==> src/sv/drs_pkg.sv <==
// Shared types and codes for the disk request scheduler.
// No dependencies; imported by drs_front, drs_back and the top level.
`default_nettype none
package drs_pkg;

	localparam int QUEUE_DEPTH_DEF = 16;
	localparam int BLOCK_BITS_DEF  = 24;

	localparam int IN_BLOCK_W  = 24;
	localparam int TAG_W       = 8;
	localparam int BUF_W       = 16;
	localparam int SEEK_W      = 24;
	localparam int TOTAL_W     = 40;
	localparam int PENDING_W   = 5;
	localparam int STATUS_W    = 2;
	localparam int POLICY_W    = 2;
	localparam int S_TDATA_W   = 56;
	localparam int M_TDATA_W   = 120;

	// command codes (s_tuser)
	localparam logic CMD_ENQUEUE  = 1'b0;
	localparam logic CMD_DISPATCH = 1'b1;

	// policy register codes; the unused code runs as FCFS
	localparam logic [POLICY_W-1:0] POL_FCFS  = 2'd0;
	localparam logic [POLICY_W-1:0] POL_CSCAN = 2'd1;
	localparam logic [POLICY_W-1:0] POL_SSTF  = 2'd2;

	// result status codes (m_tuser)
	localparam logic [STATUS_W-1:0] ST_ACCEPTED   = 2'd0;
	localparam logic [STATUS_W-1:0] ST_REJECTED   = 2'd1;
	localparam logic [STATUS_W-1:0] ST_DISPATCHED = 2'd2;
	localparam logic [STATUS_W-1:0] ST_EMPTY      = 2'd3;

	typedef struct packed {
		logic                  command;
		logic                  is_read;
		logic [IN_BLOCK_W-1:0] block;
		logic [TAG_W-1:0]      task_tag;
		logic [BUF_W-1:0]      buffer_handle;
	} cmd_t;

	typedef struct packed {
		logic [STATUS_W-1:0]   status;
		logic [IN_BLOCK_W-1:0] out_block;
		logic                  out_is_read;
		logic [TAG_W-1:0]      out_task_tag;
		logic [BUF_W-1:0]      out_buffer;
		logic [SEEK_W-1:0]     seek_distance;
		logic [TOTAL_W-1:0]    total_seek;
		logic [PENDING_W-1:0]  pending_count;
	} res_t;

endpackage
`default_nettype wire

==> src/sv/drs_front.sv <==
// Front end: unpacks incoming command transactions and holds them in a
// two-entry queue for the back end. Depends on drs_pkg.
`default_nettype none
module drs_front
	import drs_pkg::*;
(
	input  wire                  clk,
	input  wire                  arst_n,
	input  wire                  s_tvalid,
	output logic                 s_tready,
	input  wire  [S_TDATA_W-1:0] s_tdata,
	input  wire                  s_tuser,
	output logic                 cmd_valid,
	input  wire                  cmd_ready,
	output cmd_t                 cmd
);

	cmd_t       fifo_q [2];
	logic       wr_ptr_q;
	logic       rd_ptr_q;
	logic [1:0] cnt_q;
	cmd_t       in_cmd;
	logic       push;
	logic       pop;

	always_comb begin
		in_cmd.command       = s_tuser;
		in_cmd.is_read       = s_tdata[0];
		in_cmd.block         = s_tdata[24:1];
		in_cmd.task_tag      = s_tdata[32:25];
		in_cmd.buffer_handle = s_tdata[48:33];
	end

	assign s_tready  = (cnt_q != 2'd2);
	assign push      = s_tvalid && s_tready;
	assign cmd_valid = (cnt_q != 2'd0);
	assign pop       = cmd_valid && cmd_ready;
	assign cmd       = fifo_q[rd_ptr_q];

	always_ff @(posedge clk) begin
		if (push) begin
			fifo_q[wr_ptr_q] <= in_cmd;
		end
	end

	always_ff @(posedge clk or negedge arst_n) begin
		if (!arst_n) begin
			wr_ptr_q <= 1'b0;
			rd_ptr_q <= 1'b0;
			cnt_q    <= 2'd0;
		end else begin
			if (push) wr_ptr_q <= ~wr_ptr_q;
			if (pop) rd_ptr_q <= ~rd_ptr_q;
			case ({push, pop})
				2'b10:   cnt_q <= cnt_q + 2'd1;
				2'b01:   cnt_q <= cnt_q - 2'd1;
				default: cnt_q <= cnt_q;
			endcase
		end
	end

endmodule
`default_nettype wire

==> src/sv/drs_back.sv <==
// Back end: request memory, selection scan, compaction sweep, head and seek
// bookkeeping, and the result register. Depends on drs_pkg.
`default_nettype none
module drs_back
	import drs_pkg::*;
#(
	parameter int QUEUE_DEPTH = QUEUE_DEPTH_DEF,
	parameter int BLOCK_BITS  = BLOCK_BITS_DEF
) (
	input  wire                  clk,
	input  wire                  arst_n,
	input  wire  [POLICY_W-1:0]  policy,
	input  wire                  cmd_valid,
	output logic                 cmd_ready,
	input  cmd_t                 cmd,
	output logic                 m_tvalid,
	input  wire                  m_tready,
	output res_t                 res
);

	localparam int IW = (QUEUE_DEPTH > 1) ? $clog2(QUEUE_DEPTH) : 1;
	localparam int CW = $clog2(QUEUE_DEPTH + 1);
	localparam logic [CW-1:0] FULL = CW'(QUEUE_DEPTH);

	localparam logic [2:0] S_IDLE   = 3'd0;
	localparam logic [2:0] S_SCAN   = 3'd1;
	localparam logic [2:0] S_PICK   = 3'd2;
	localparam logic [2:0] S_ADD    = 3'd3;
	localparam logic [2:0] S_SHIFT  = 3'd4;
	localparam logic [2:0] S_FINISH = 3'd5;
	localparam logic [2:0] S_RESULT = 3'd6;

	typedef struct packed {
		logic                  is_read;
		logic [BLOCK_BITS-1:0] block;
		logic [TAG_W-1:0]      tag;
		logic [BUF_W-1:0]      buffer;
	} entry_t;

	entry_t                mem [QUEUE_DEPTH];
	entry_t                mem_rdata_q;
	logic                  mem_we;
	logic [IW-1:0]         mem_waddr;
	entry_t                mem_wdata;

	logic [2:0]            state_q;
	logic [CW-1:0]         count_q;
	logic [BLOCK_BITS-1:0] head_q;
	logic [TOTAL_W-1:0]    total_q;

	logic [CW-1:0]         rd_q;
	logic                  rd_issue;
	logic                  rd_vld_s1;
	logic [CW-1:0]         rd_idx_s1;

	entry_t                best_q;
	logic [IW-1:0]         best_idx_q;
	logic [BLOCK_BITS-1:0] best_d_q;
	entry_t                hi_q;
	logic [IW-1:0]         hi_idx_q;
	logic                  hi_found_q;

	entry_t                sel_q;
	logic [IW-1:0]         sel_idx_q;
	logic [BLOCK_BITS-1:0] sd_q;

	res_t                  res_q;
	logic                  out_valid_q;

	entry_t                enq_ent;
	logic [31:0]           in_blk32;
	logic [BLOCK_BITS-1:0] rd_dist;
	logic                  rd_first;
	logic                  rd_last;
	logic                  rd_above;
	logic                  use_hi;
	entry_t                pick_ent;
	logic [IW-1:0]         pick_idx;
	logic [BLOCK_BITS-1:0] pick_dist;
	logic [TOTAL_W:0]      sum;
	logic [CW-1:0]         next_idx;
	logic [CW-1:0]         cnt_dec;
	logic [CW-1:0]         cnt_inc;
	logic [31:0]           sel_blk32;
	logic [31:0]           sd32;
	logic [31:0]           dec32;
	logic [31:0]           cur32;
	logic [31:0]           inc32;
	logic                  out_free;

	assign in_blk32 = 32'(cmd.block);
	always_comb begin
		enq_ent.is_read = cmd.is_read;
		enq_ent.block   = in_blk32[BLOCK_BITS-1:0];
		enq_ent.tag     = cmd.task_tag;
		enq_ent.buffer  = cmd.buffer_handle;
	end

	assign cnt_dec   = count_q - CW'(1);
	assign cnt_inc   = count_q + CW'(1);
	assign rd_issue  = ((state_q == S_SCAN) || (state_q == S_SHIFT)) && (rd_q < count_q);
	assign rd_first  = (rd_idx_s1 == '0);
	assign rd_last   = (rd_idx_s1 == cnt_dec);
	assign rd_above  = (mem_rdata_q.block >= head_q);
	assign rd_dist   = rd_above ? (mem_rdata_q.block - head_q) : (head_q - mem_rdata_q.block);

	assign use_hi    = (policy == POL_CSCAN) && hi_found_q;
	assign pick_ent  = use_hi ? hi_q : best_q;
	assign pick_idx  = use_hi ? hi_idx_q : best_idx_q;
	assign pick_dist = (pick_ent.block >= head_q) ? (pick_ent.block - head_q)
	                                              : (head_q - pick_ent.block);

	// saturating total; the carry out marks overflow past 2^40 - 1
	assign sum       = {1'b0, total_q} + (TOTAL_W + 1)'(sd_q);
	assign next_idx  = CW'(sel_idx_q) + CW'(1);

	assign sel_blk32 = 32'(sel_q.block);
	assign sd32      = 32'(sd_q);
	assign dec32     = 32'(cnt_dec);
	assign cur32     = 32'(count_q);
	assign inc32     = 32'(cnt_inc);

	assign out_free  = !out_valid_q || m_tready;
	assign cmd_ready = (state_q == S_IDLE);

	// memory port: enqueue in idle, compaction writes during the sweep
	always_comb begin
		mem_we    = 1'b0;
		mem_waddr = count_q[IW-1:0];
		mem_wdata = enq_ent;
		if (state_q == S_IDLE) begin
			mem_we = cmd_valid && (cmd.command == CMD_ENQUEUE) && (count_q != FULL);
		end else if (state_q == S_SHIFT) begin
			mem_we    = rd_vld_s1;
			mem_waddr = IW'(rd_idx_s1 - CW'(1));
			mem_wdata = mem_rdata_q;
		end
	end

	always_ff @(posedge clk) begin
		if (mem_we) mem[mem_waddr] <= mem_wdata;
		mem_rdata_q <= mem[rd_q[IW-1:0]];
	end

	// datapath registers without reset
	always_ff @(posedge clk) begin
		rd_idx_s1 <= rd_q;
		if (state_q == S_SCAN && rd_vld_s1) begin
			case (policy)
				POL_SSTF: begin
					if (rd_first || rd_dist < best_d_q) begin
						best_q     <= mem_rdata_q;
						best_idx_q <= rd_idx_s1[IW-1:0];
						best_d_q   <= rd_dist;
					end
				end
				POL_CSCAN: begin
					// best_q tracks the overall minimum, hi_q the minimum at or above head
					if (rd_first || mem_rdata_q.block < best_q.block) begin
						best_q     <= mem_rdata_q;
						best_idx_q <= rd_idx_s1[IW-1:0];
					end
					if (rd_above && (rd_first || !hi_found_q ||
					                 mem_rdata_q.block < hi_q.block)) begin
						hi_q     <= mem_rdata_q;
						hi_idx_q <= rd_idx_s1[IW-1:0];
					end
				end
				default: begin
					if (rd_first) begin
						best_q     <= mem_rdata_q;
						best_idx_q <= rd_idx_s1[IW-1:0];
					end
				end
			endcase
		end
		if (state_q == S_PICK) begin
			sel_q     <= pick_ent;
			sel_idx_q <= pick_idx;
			sd_q      <= pick_dist;
		end
		if (state_q == S_IDLE && cmd_valid) begin
			res_q.out_block     <= '0;
			res_q.out_is_read   <= 1'b0;
			res_q.out_task_tag  <= '0;
			res_q.out_buffer    <= '0;
			res_q.seek_distance <= '0;
			res_q.total_seek    <= total_q;
			if (cmd.command == CMD_DISPATCH) begin
				res_q.status        <= ST_EMPTY;
				res_q.pending_count <= cur32[PENDING_W-1:0];
			end else if (count_q == FULL) begin
				res_q.status        <= ST_REJECTED;
				res_q.pending_count <= cur32[PENDING_W-1:0];
			end else begin
				res_q.status        <= ST_ACCEPTED;
				res_q.pending_count <= inc32[PENDING_W-1:0];
			end
		end
		if (state_q == S_FINISH) begin
			res_q.status        <= ST_DISPATCHED;
			res_q.out_block     <= sel_blk32[IN_BLOCK_W-1:0];
			res_q.out_is_read   <= sel_q.is_read;
			res_q.out_task_tag  <= sel_q.tag;
			res_q.out_buffer    <= sel_q.buffer;
			res_q.seek_distance <= sd32[SEEK_W-1:0];
			res_q.total_seek    <= total_q;
			res_q.pending_count <= dec32[PENDING_W-1:0];
		end
		if (state_q == S_RESULT && out_free) begin
			res <= res_q;
		end
	end

	always_ff @(posedge clk or negedge arst_n) begin
		if (!arst_n) begin
			state_q     <= S_IDLE;
			count_q     <= '0;
			head_q      <= '0;
			total_q     <= '0;
			rd_q        <= '0;
			rd_vld_s1   <= 1'b0;
			hi_found_q  <= 1'b0;
			out_valid_q <= 1'b0;
		end else begin
			rd_vld_s1 <= rd_issue;
			if (rd_issue) rd_q <= rd_q + CW'(1);
			if (state_q == S_RESULT && out_free) begin
				out_valid_q <= 1'b1;
			end else if (m_tready) begin
				out_valid_q <= 1'b0;
			end

			case (state_q)
				S_IDLE: begin
					if (cmd_valid) begin
						if (cmd.command == CMD_DISPATCH && count_q != '0) begin
							rd_q       <= '0;
							hi_found_q <= 1'b0;
							state_q    <= S_SCAN;
						end else begin
							if (cmd.command == CMD_ENQUEUE && count_q != FULL) begin
								count_q <= cnt_inc;
							end
							state_q <= S_RESULT;
						end
					end
				end
				S_SCAN: begin
					if (rd_vld_s1 && rd_above && policy == POL_CSCAN) hi_found_q <= 1'b1;
					if (rd_vld_s1 && rd_last) state_q <= S_PICK;
				end
				S_PICK: begin
					state_q <= S_ADD;
				end
				S_ADD: begin
					total_q <= sum[TOTAL_W] ? {TOTAL_W{1'b1}} : sum[TOTAL_W-1:0];
					head_q  <= sel_q.block;
					rd_q    <= next_idx;
					state_q <= (next_idx == count_q) ? S_FINISH : S_SHIFT;
				end
				S_SHIFT: begin
					if (rd_vld_s1 && rd_last) state_q <= S_FINISH;
				end
				S_FINISH: begin
					count_q <= cnt_dec;
					state_q <= S_RESULT;
				end
				S_RESULT: begin
					if (out_free) begin
						state_q <= S_IDLE;
					end
				end
				default: state_q <= S_IDLE;
			endcase
		end
	end

	assign m_tvalid = out_valid_q;

endmodule
`default_nettype wire

==> src/sv/disk_request_scheduler_core.sv <==
// Top level of the disk request scheduler: policy register, front end,
// back end and stream packing. Depends on drs_pkg, drs_front, drs_back.
`default_nettype none
// Commands arrive on the s_ stream (tuser = 0 enqueue, 1 dispatch) and
// each produces exactly one result transaction on the m_ stream, in order.
// A two-entry command queue lets the front keep accepting while the back
// works or its result waits. Enqueue, reject and empty-dispatch go from
// idle straight to the result state; a dispatch walks the request memory
// once to select (one read per pending entry) and once more to close the
// gap behind the removed entry. The front queue registers each command
// before the back end sees it. The single memory read port sets how long
// a dispatch takes.
// Write cfg_wdata with cfg_wen only while no command is outstanding.
module disk_request_scheduler_core
	import drs_pkg::*;
#(
	parameter int QUEUE_DEPTH = QUEUE_DEPTH_DEF,
	parameter int BLOCK_BITS  = BLOCK_BITS_DEF
) (
	input  wire                  clk,
	input  wire                  arst_n,
	input  wire                  cfg_wen,
	input  wire  [POLICY_W-1:0]  cfg_wdata,
	input  wire                  s_tvalid,
	output logic                 s_tready,
	// is_read[0], block[24:1], task_tag[32:25], buffer_handle[48:33], zero pad
	input  wire  [S_TDATA_W-1:0] s_tdata,
	// command
	input  wire                  s_tuser,
	output logic                 m_tvalid,
	input  wire                  m_tready,
	// out_block[23:0], out_is_read[24], out_task_tag[32:25], out_buffer[48:33],
	// seek_distance[72:49], total_seek[112:73], pending_count[117:113], zero pad
	output logic [M_TDATA_W-1:0] m_tdata,
	// status
	output logic [STATUS_W-1:0]  m_tuser
);

	logic [POLICY_W-1:0] policy_q;
	logic                cmd_valid;
	logic                cmd_ready;
	cmd_t                cmd;
	res_t                res;

	always_ff @(posedge clk or negedge arst_n) begin
		if (!arst_n) begin
			policy_q <= POL_FCFS;
		end else if (cfg_wen) begin
			policy_q <= cfg_wdata;
		end
	end

	drs_front u_front (
		.clk       (clk),
		.arst_n    (arst_n),
		.s_tvalid  (s_tvalid),
		.s_tready  (s_tready),
		.s_tdata   (s_tdata),
		.s_tuser   (s_tuser),
		.cmd_valid (cmd_valid),
		.cmd_ready (cmd_ready),
		.cmd       (cmd)
	);

	drs_back #(
		.QUEUE_DEPTH (QUEUE_DEPTH),
		.BLOCK_BITS  (BLOCK_BITS)
	) u_back (
		.clk       (clk),
		.arst_n    (arst_n),
		.policy    (policy_q),
		.cmd_valid (cmd_valid),
		.cmd_ready (cmd_ready),
		.cmd       (cmd),
		.m_tvalid  (m_tvalid),
		.m_tready  (m_tready),
		.res       (res)
	);

	assign m_tuser = res.status;
	assign m_tdata = {2'b00, res.pending_count, res.total_seek, res.seek_distance,
	                  res.out_buffer, res.out_task_tag, res.out_is_read, res.out_block};

endmodule
`default_nettype wire

==> config.mk <==
export PLATFORM = sky130hd
export DESIGN_NAME = disk_request_scheduler_core
export DESIGN_NICKNAME = d
export VERILOG_FILES = /design/src/sv/drs_pkg.sv /design/src/sv/drs_front.sv /design/src/sv/drs_back.sv /design/src/sv/disk_request_scheduler_core.sv
export SDC_FILE = /design/constraint.sdc
export NUM_CORES = 2
export LEC_CHECK = 0
export BUFFER_PORTS_ARGS = -buffer_cell sky130_fd_sc_hd__buf_2
export CAP_MARGIN = 15
export CORE_MARGIN = 2
export CORE_UTILIZATION = 56
export DETAILED_ROUTE_END_ITERATION = 10
export PLACE_DENSITY = 0.76
export SLEW_MARGIN = 30
export SYNTH_ARGS = -nofsm -noshare
export SYNTH_HDL_FRONTEND = slang
export SYNTH_SLANG_ARGS = --single-unit
==> constraint.sdc <==
create_clock -name clk -period 6.6 [get_ports clk]
set_clock_uncertainty 0.1 [all_clocks]
set_input_delay 1.98 -clock clk [delete_from_list [all_inputs] [get_ports clk]]
set_output_delay 1.98 -clock clk [all_outputs]
set_load 0.03 [all_outputs]
; ---- Word level (Yosys, flattened, before mapping)
; Memories as Yosys holds them, arrays and structs flattened. A register that Yosys moved wholly into a read port is not among the register bits.
; Index checks and enable logic that the tools add are counted.
[word_totals]
mem_bits_rw = 884
output_inout_bits = 124
n_memories = 2
regBits = 538
inputBits = 64
[memory_table]
columns = name, depth, word_bits, read_ports, rd_ports_with_merged_regs, wr, line
row1 = u_back.mem, 16, 49, 1, 1, 1, drs_back.sv:40  ; entry_t mem [QUEUE_DEPTH];
row2 = u_front.fifo_q, 2, 50, 1, 0, 1, drs_front.sv:18  ; cmd_t fifo_q [2];
[op_classes]
n_bitwise = 3
n_reduce_logical = 38
n_mux = 51
n_eq_ne = 25
magnitude_cmp = 6
n_addsub = 12
[ops]
columns = op, n
row1 = 49-bit 2-to-1 mux, 6
row2 = 118-bit 2-to-1 mux, 2
row3 = 49-bit case mux with 2 select lines, 1
row4 = 24-bit subtractor, 4
row5 = 24-bit less-than comparator, 3
row6 = 24-bit greater-or-equal comparator, 2
row7 = 24-bit 2-to-1 mux, 2
row8 = 40-bit by 24-bit adder with 41-bit output, 1
row9 = 40-bit 2-to-1 mux, 1
row10 = 5-bit 2-to-1 mux, 8
row11 = 4-bit 2-to-1 mux, 6
row12 = 3-bit case mux with 7 select lines, 1
row13 = 5-bit case mux with 2 select lines, 2
row14 = 4-bit AND reduction, 4
row15 = 3-bit 2-to-1 mux, 5
row16 = 1-bit logical AND, 14
row17 = 1-bit 2-to-1 mux, 13
row18 = "2-bit by 1-bit != test with 1-bit output, second input constant", 6
row19 = 2-bit nonzero test, 6
row20 = "5-bit by 1-bit adder with 5-bit output, second input constant", 2
row21 = 5-bit equality test, 2
row22 = "2-bit != test, second input constant", 5
row23 = "3-bit equality test, second input constant", 3
row24 = 4-bit case mux with 2 select lines, 1
row25 = 23 further kinds, 35

; ---- Logic depth before layout (Yosys ltp)
[depth]
ltp_word = 7
ltp_mapped = 24
depth_no_buf = 22

; ---- Modules after synthesis
; From an unflattened synthesis, not the netlist that was laid out.
[hier_totals]
cells_unflattened = 3614
area_unflattened_um2 = 61592.8
[modules_own_cells]
columns = module, area_per_inst_um2, cells_each, instances, seq_area_each_um2
row1 = drs_back, 57661.6, 3434, 1, 40028.4
row2 = drs_front, 3839.9, 173, 1, 3103.0
row3 = disk_request_scheduler_core, 91.3, 7, 1, 50.0

; ---- Worst setup path after synthesis
; OpenSTA, ideal clock, no wires.
[synth_path]
path_type = input port to flip-flop
from = input m_tready
to = register u_back.res[0] (netlist name)
path_slack_ns = -1.516
arrival_ns = 7.402
cell_stages = 2
required_ns = 5.887
n_path_buf = 0
cell_sequence = nand2b_1 -> nor2b_1
[synth_via]
elab_chain_len = 2
[synth_rtl]
columns = item, line
row1 = from (decl), disk_request_scheduler_core.sv:31  ; input wire m_tready,
row2 = 1-bit logical OR, drs_back.sv:123  ; assign out_free = !out_valid_q || m_tready;
row3 = 1-bit logical AND, drs_back.sv:210  ; if (state_q == S_RESULT && out_free) begin
; No other way between the ends.
; A chain may end at the register's enable or synchronous reset.

; ---- Final worst setup path
[layout_path]
from = register u_back.head_q[11]
to = register u_back.best_q[48] (netlist bit) (enable)
[layout_via]
elab_chain_len = 6
[layout_rtl]
columns = item, line
row1 = from (decl), drs_back.sv:48  ; logic [BLOCK_BITS-1:0] head_q;
row2 = from (signal assigned), drs_back.sv:258  ; head_q <= sel_q.block;
row3 = 24-bit subtractor / 24-bit greater-or-equal comparator (equally long branches), "drs_back.sv:105, drs_back.sv:104"
row4 = 24-bit 2-to-1 mux (*), drs_back.sv:105  ; assign rd_dist = rd_above ? (mem_rdata_q.block - head_q) : (head_q - mem_rdata_q.block);
row5 = net u_back.rd_dist[17], drs_back.sv:72  ; logic [BLOCK_BITS-1:0] rd_dist;
row6 = 24-bit less-than comparator (*), drs_back.sv:151  ; if (rd_first || rd_dist < best_d_q) begin
row7 = 1-bit logical OR (*), drs_back.sv:151
row8 = 2-bit by 1-bit != test with 1-bit output (no line) (*), --
row9 = 4-bit AND reduction (no line) (*), --
row10 = to (signal assigned), drs_back.sv:152  ; best_q <= mem_rdata_q;
row11 = to (signal assigned), drs_back.sv:160  ; best_q <= mem_rdata_q;
row12 = to (signal assigned), drs_back.sv:171  ; best_q <= mem_rdata_q;
row13 = to (decl), drs_back.sv:56  ; entry_t best_q;
; The timed path passes the listed nets; every way through them passes the cells marked *.

==> results.tsv <==
metric	value	unit
status	finished clean	
Setup Fix Bufs, Post-CTS	0	
register area share after synthesis	70.81	%
Hold Crit Class	reg2reg	
most frequent CP cell	o21ai_0	
Cells after Synth	3621	
final worst path period share	92.99	%
CTS Hold Buffers Added	0	
FF-to-FF Start	u_back.head_q[11]	
PwrDens	271.8	nW/um2
Met2 Wirelength	72900	um
die area	111500	um2
RSZ-0062 raised after global routing	false	
Rel. slew slack	30.15	%
Critical path buffers and inverters	3	
ys async rst share	5.846	%
syn avg cell area	16.84	um2
Finished Layout Cells	5443	
WS Path Type	reg2reg	
Max clock buf depth	3	
WL/cell	26.53	um
Hold WS	310.1	ps
worst vdd ir	0.0002939	V
antenna cells	0	
number of synthesized flops with an enable pin	1329	
core area	108400	um2
most common cell after layout, fill and taps aside	edfxtp_1	
Reg2Reg Setup Slack	460	ps
final setup fails	0	
max-cap violation count	0	
max incr delay on CP	490	ps
DR iter-0 viols	3458	
delay-heaviest family, CP	compound AO/OA/AOI/OAI gates	
Resized cells post-CTS	0	
io pins	188	
final wirelength	144400	um
wl on met1	56970	um
Worst Hold End	u_back.res[74]	
HPWL after detailed placement	83600	um
CTS tree	built	
hold path depth	0	
largest net degree at the start of global routing	115	
first-pass GRT wire length	213100	um
Multi-input gate area	16790	um2
synth warn	0	
DIE HEIGHT	334.0	um
routed length on met3	10140	um
H-Tree Depth	4	
Worst setup SP type	register	
DR pass1 iterations	5	
Critical Path, Cell by Cell	inv_1 > ha_1 > nand2_1 > o21ai_0 > a21oi_1 > nor2_1 > o31ai_4 > buf_4 > mux2i_1 > xnor2_1 > ha_1 > a21o_1 > a21o_1 > a21oi_1 > o21ai_0 > a2111oi_0 > o21ai_0 > nand3_1 > o211a_4 > buf_4	
FF/Latch Area	43200	um2
chip width	334.0	um
Post-Route Setup TNS	0	ps
final setup margin	462.3	ps
Reg clk slew, reported paths	60	ps
commonest non-fill, non-tap cells in the layout	edfxtp_1, mux4_2, nand2_1	
min Tclk post-route	6138	ps
initial antenna violation count	4	
Worst-Margin Slew	1045	ps
layout cell share with drive strength beyond 1	20.82	%
CP Data Required Time	6930	ps
count of state elements after synthesis	1471	
vias per std cell	6.120	
top sig layer	met5	
total gr overflow	0	
Std-Cell Rows	121	
routed vias	33310	
mapped cell area	60980	um2
nets@finish	4175	
leakage	21.06	nW
Area Growth Syn to Fin	13.58	%
number of global-route vias before repair	33760	
worst reg-to-reg path cell count	20	
main flop type after synthesis	edfxtp_1	
Slowest-stage cell, CP	o31ai_4	
cts bufs inserted	146	
CTS root buffer	clkbuf_16	
DRC	0	
Yosys cell types	79	
IO buf count	178	
CTS Sinks	1471	
critical path endpoint category	register	
CP max FO	27	
reg2reg end	u_back.best_q[48]	
dpl ws	614.6	ps
Clk Latency, worst-skew pair	780	ps
Worst EP arrival	6470	ps
Post-Place Cells	5166	
# fillers	7379	
final hold vios	0	
GP Congestion	0.8981	
hold path start	u_back.res_q[74]	
final count of pins violating max slew	0	
effective utilization at floorplan	56.26	%
GRT Resource Usage Total	25.94	%
post-route ant nets	0	
highest clock rate	0.1629	GHz
## kinds of logic after synthesis
kind of cell,after synthesis,synth area share [%]
buf+inv,325,2.066
fa+ha+maj,205,4.268
xor+xnor,100,1.436
mux,375,11.26
compound gates,554,5.612
other cells,1,0.006149
simple gates,590,4.539
flops,1471,70.81
## sequential cells by signal, summed over array words and instances, names as in the netlist, 25 cells and up
register	flops
u_back.mem	784
u_back.res	120
u_back.res_q	120
u_front.fifo_q	100
u_back.best_q	49
u_back.hi_q	49
u_back.mem_rdata_q	49
u_back.total_q	40
u_back.sel_q	25
## worst max-delay path by stage
stage / from / endpoint / slack, ps / cells past startpoint
6_report: u_back.head_q[11] / u_back.best_q[48] / 460 / 20
5_1_grt: u_back.head_q[11] / u_back.best_idx_q[1] / 0.4 / 20
4_1_cts: u_back.head_q[11] / u_back.best_idx_q[1] / 530 / 21
3_5_place_dp: u_back.head_q[11] / u_back.best_q[6] / 610 / 20
3_3_place_gp: u_back.head_q[11] / u_back.best_q[0] / 610 / 22
2_1_floorplan: m_tready / u_back.res[0] / 800 / 2
## worst register-to-register path, cell delays in order (launching register included)
cell	delay, ps
dfrtp_1	390
inv_1	90
ha_1	400
nand2_1	340
o21ai_0	280
a21oi_1	260
nor2_1	100
o31ai_4	490
buf_4	430
mux2i_1	370
xnor2_1	190
ha_1	290
a21o_1	190
a21o_1	170
a21oi_1	160
o21ai_0	110
a2111oi_0	350
o21ai_0	290
nand3_1	250
o211a_4	210
buf_4	300
## final cells by class
type,instances,share of cell area [%]
repair buffers,286,2.890
inverters,175,0.9484
multi-input cells,1826,24.25
clock inverters,74,1.171
clock buffers,197,5.817
flip-flops and latches,1471,62.37
well taps,1414,2.554
## layer usage
| metal | track usage (%) | up-vias |
|---|---|---|
| met5 | 0 | - |
| met4 | 9.392 | 2 |
| met3 | 4.088 | 253 |
| met2 | 43.71 | 1513 |
| met1 | 34.52 | 16970 |
| li1 | - | 14570 |
## stage by stage
stage / cell area [um2] / util [%] / total power [mW]
2_1_floorplan: 61000 / - / 10.55
3_3_place_gp: 64180 / 59.21 / 10.70
3_5_place_dp: 64220 / 59.24 / 10.72
4_1_cts: 69060 / 63.71 / 18.93
5_1_grt: 69260 / 63.89 / 19.32
6_report: 69260 / 63.89 / 18.82
## Yosys cell counts, types with 4 or more instances
cell type	n	area [um2]
inv_1	174	653.1
buf_2	14	70.07
a21boi_0	8	60.06
or2_2	5	31.28
nand4_1	31	193.9
and3_1	17	106.4
o21ai_1	5	25.02
nand3_1	40	200.2
xnor2_1	63	551.8
o21ai_0	193	965.9
o22ai_1	8	50.05
buf_4	5	37.54
a21oi_1	140	700.7
nand2b_1	16	100.1
mux2i_1	91	910.9
o21a_1	16	120.1
a31oi_1	17	106.4
edfxtp_1	1329	39910
and2_1	75	469.2
a211oi_1	16	120.1
o211ai_1	10	75.07
nor2b_1	17	106.4
nor3_1	16	80.08
fa_1	5	100.1
dfrtp_1	86	2152
xor2_1	37	324.1
clkbuf_1	110	412.9
mux4_2	245	5518
nor2_1	109	409.1
buf_1	18	67.56
o31ai_1	9	67.56
nand3b_1	5	37.54
o21bai_1	11	82.58
dfxtp_1	56	1121
or3_1	4	25.02
a21o_1	73	548.0
nand2_1	243	912.1
mux2_2	39	439.2
ha_1	200	2502
## report_power, final
part	internal, mW	switching, mW
clock	4.64	3.64
sequential	10.2	0.0446
combinational	0.0797	0.220
total	14.9	3.91
Power figures use the tool's default switching activity.
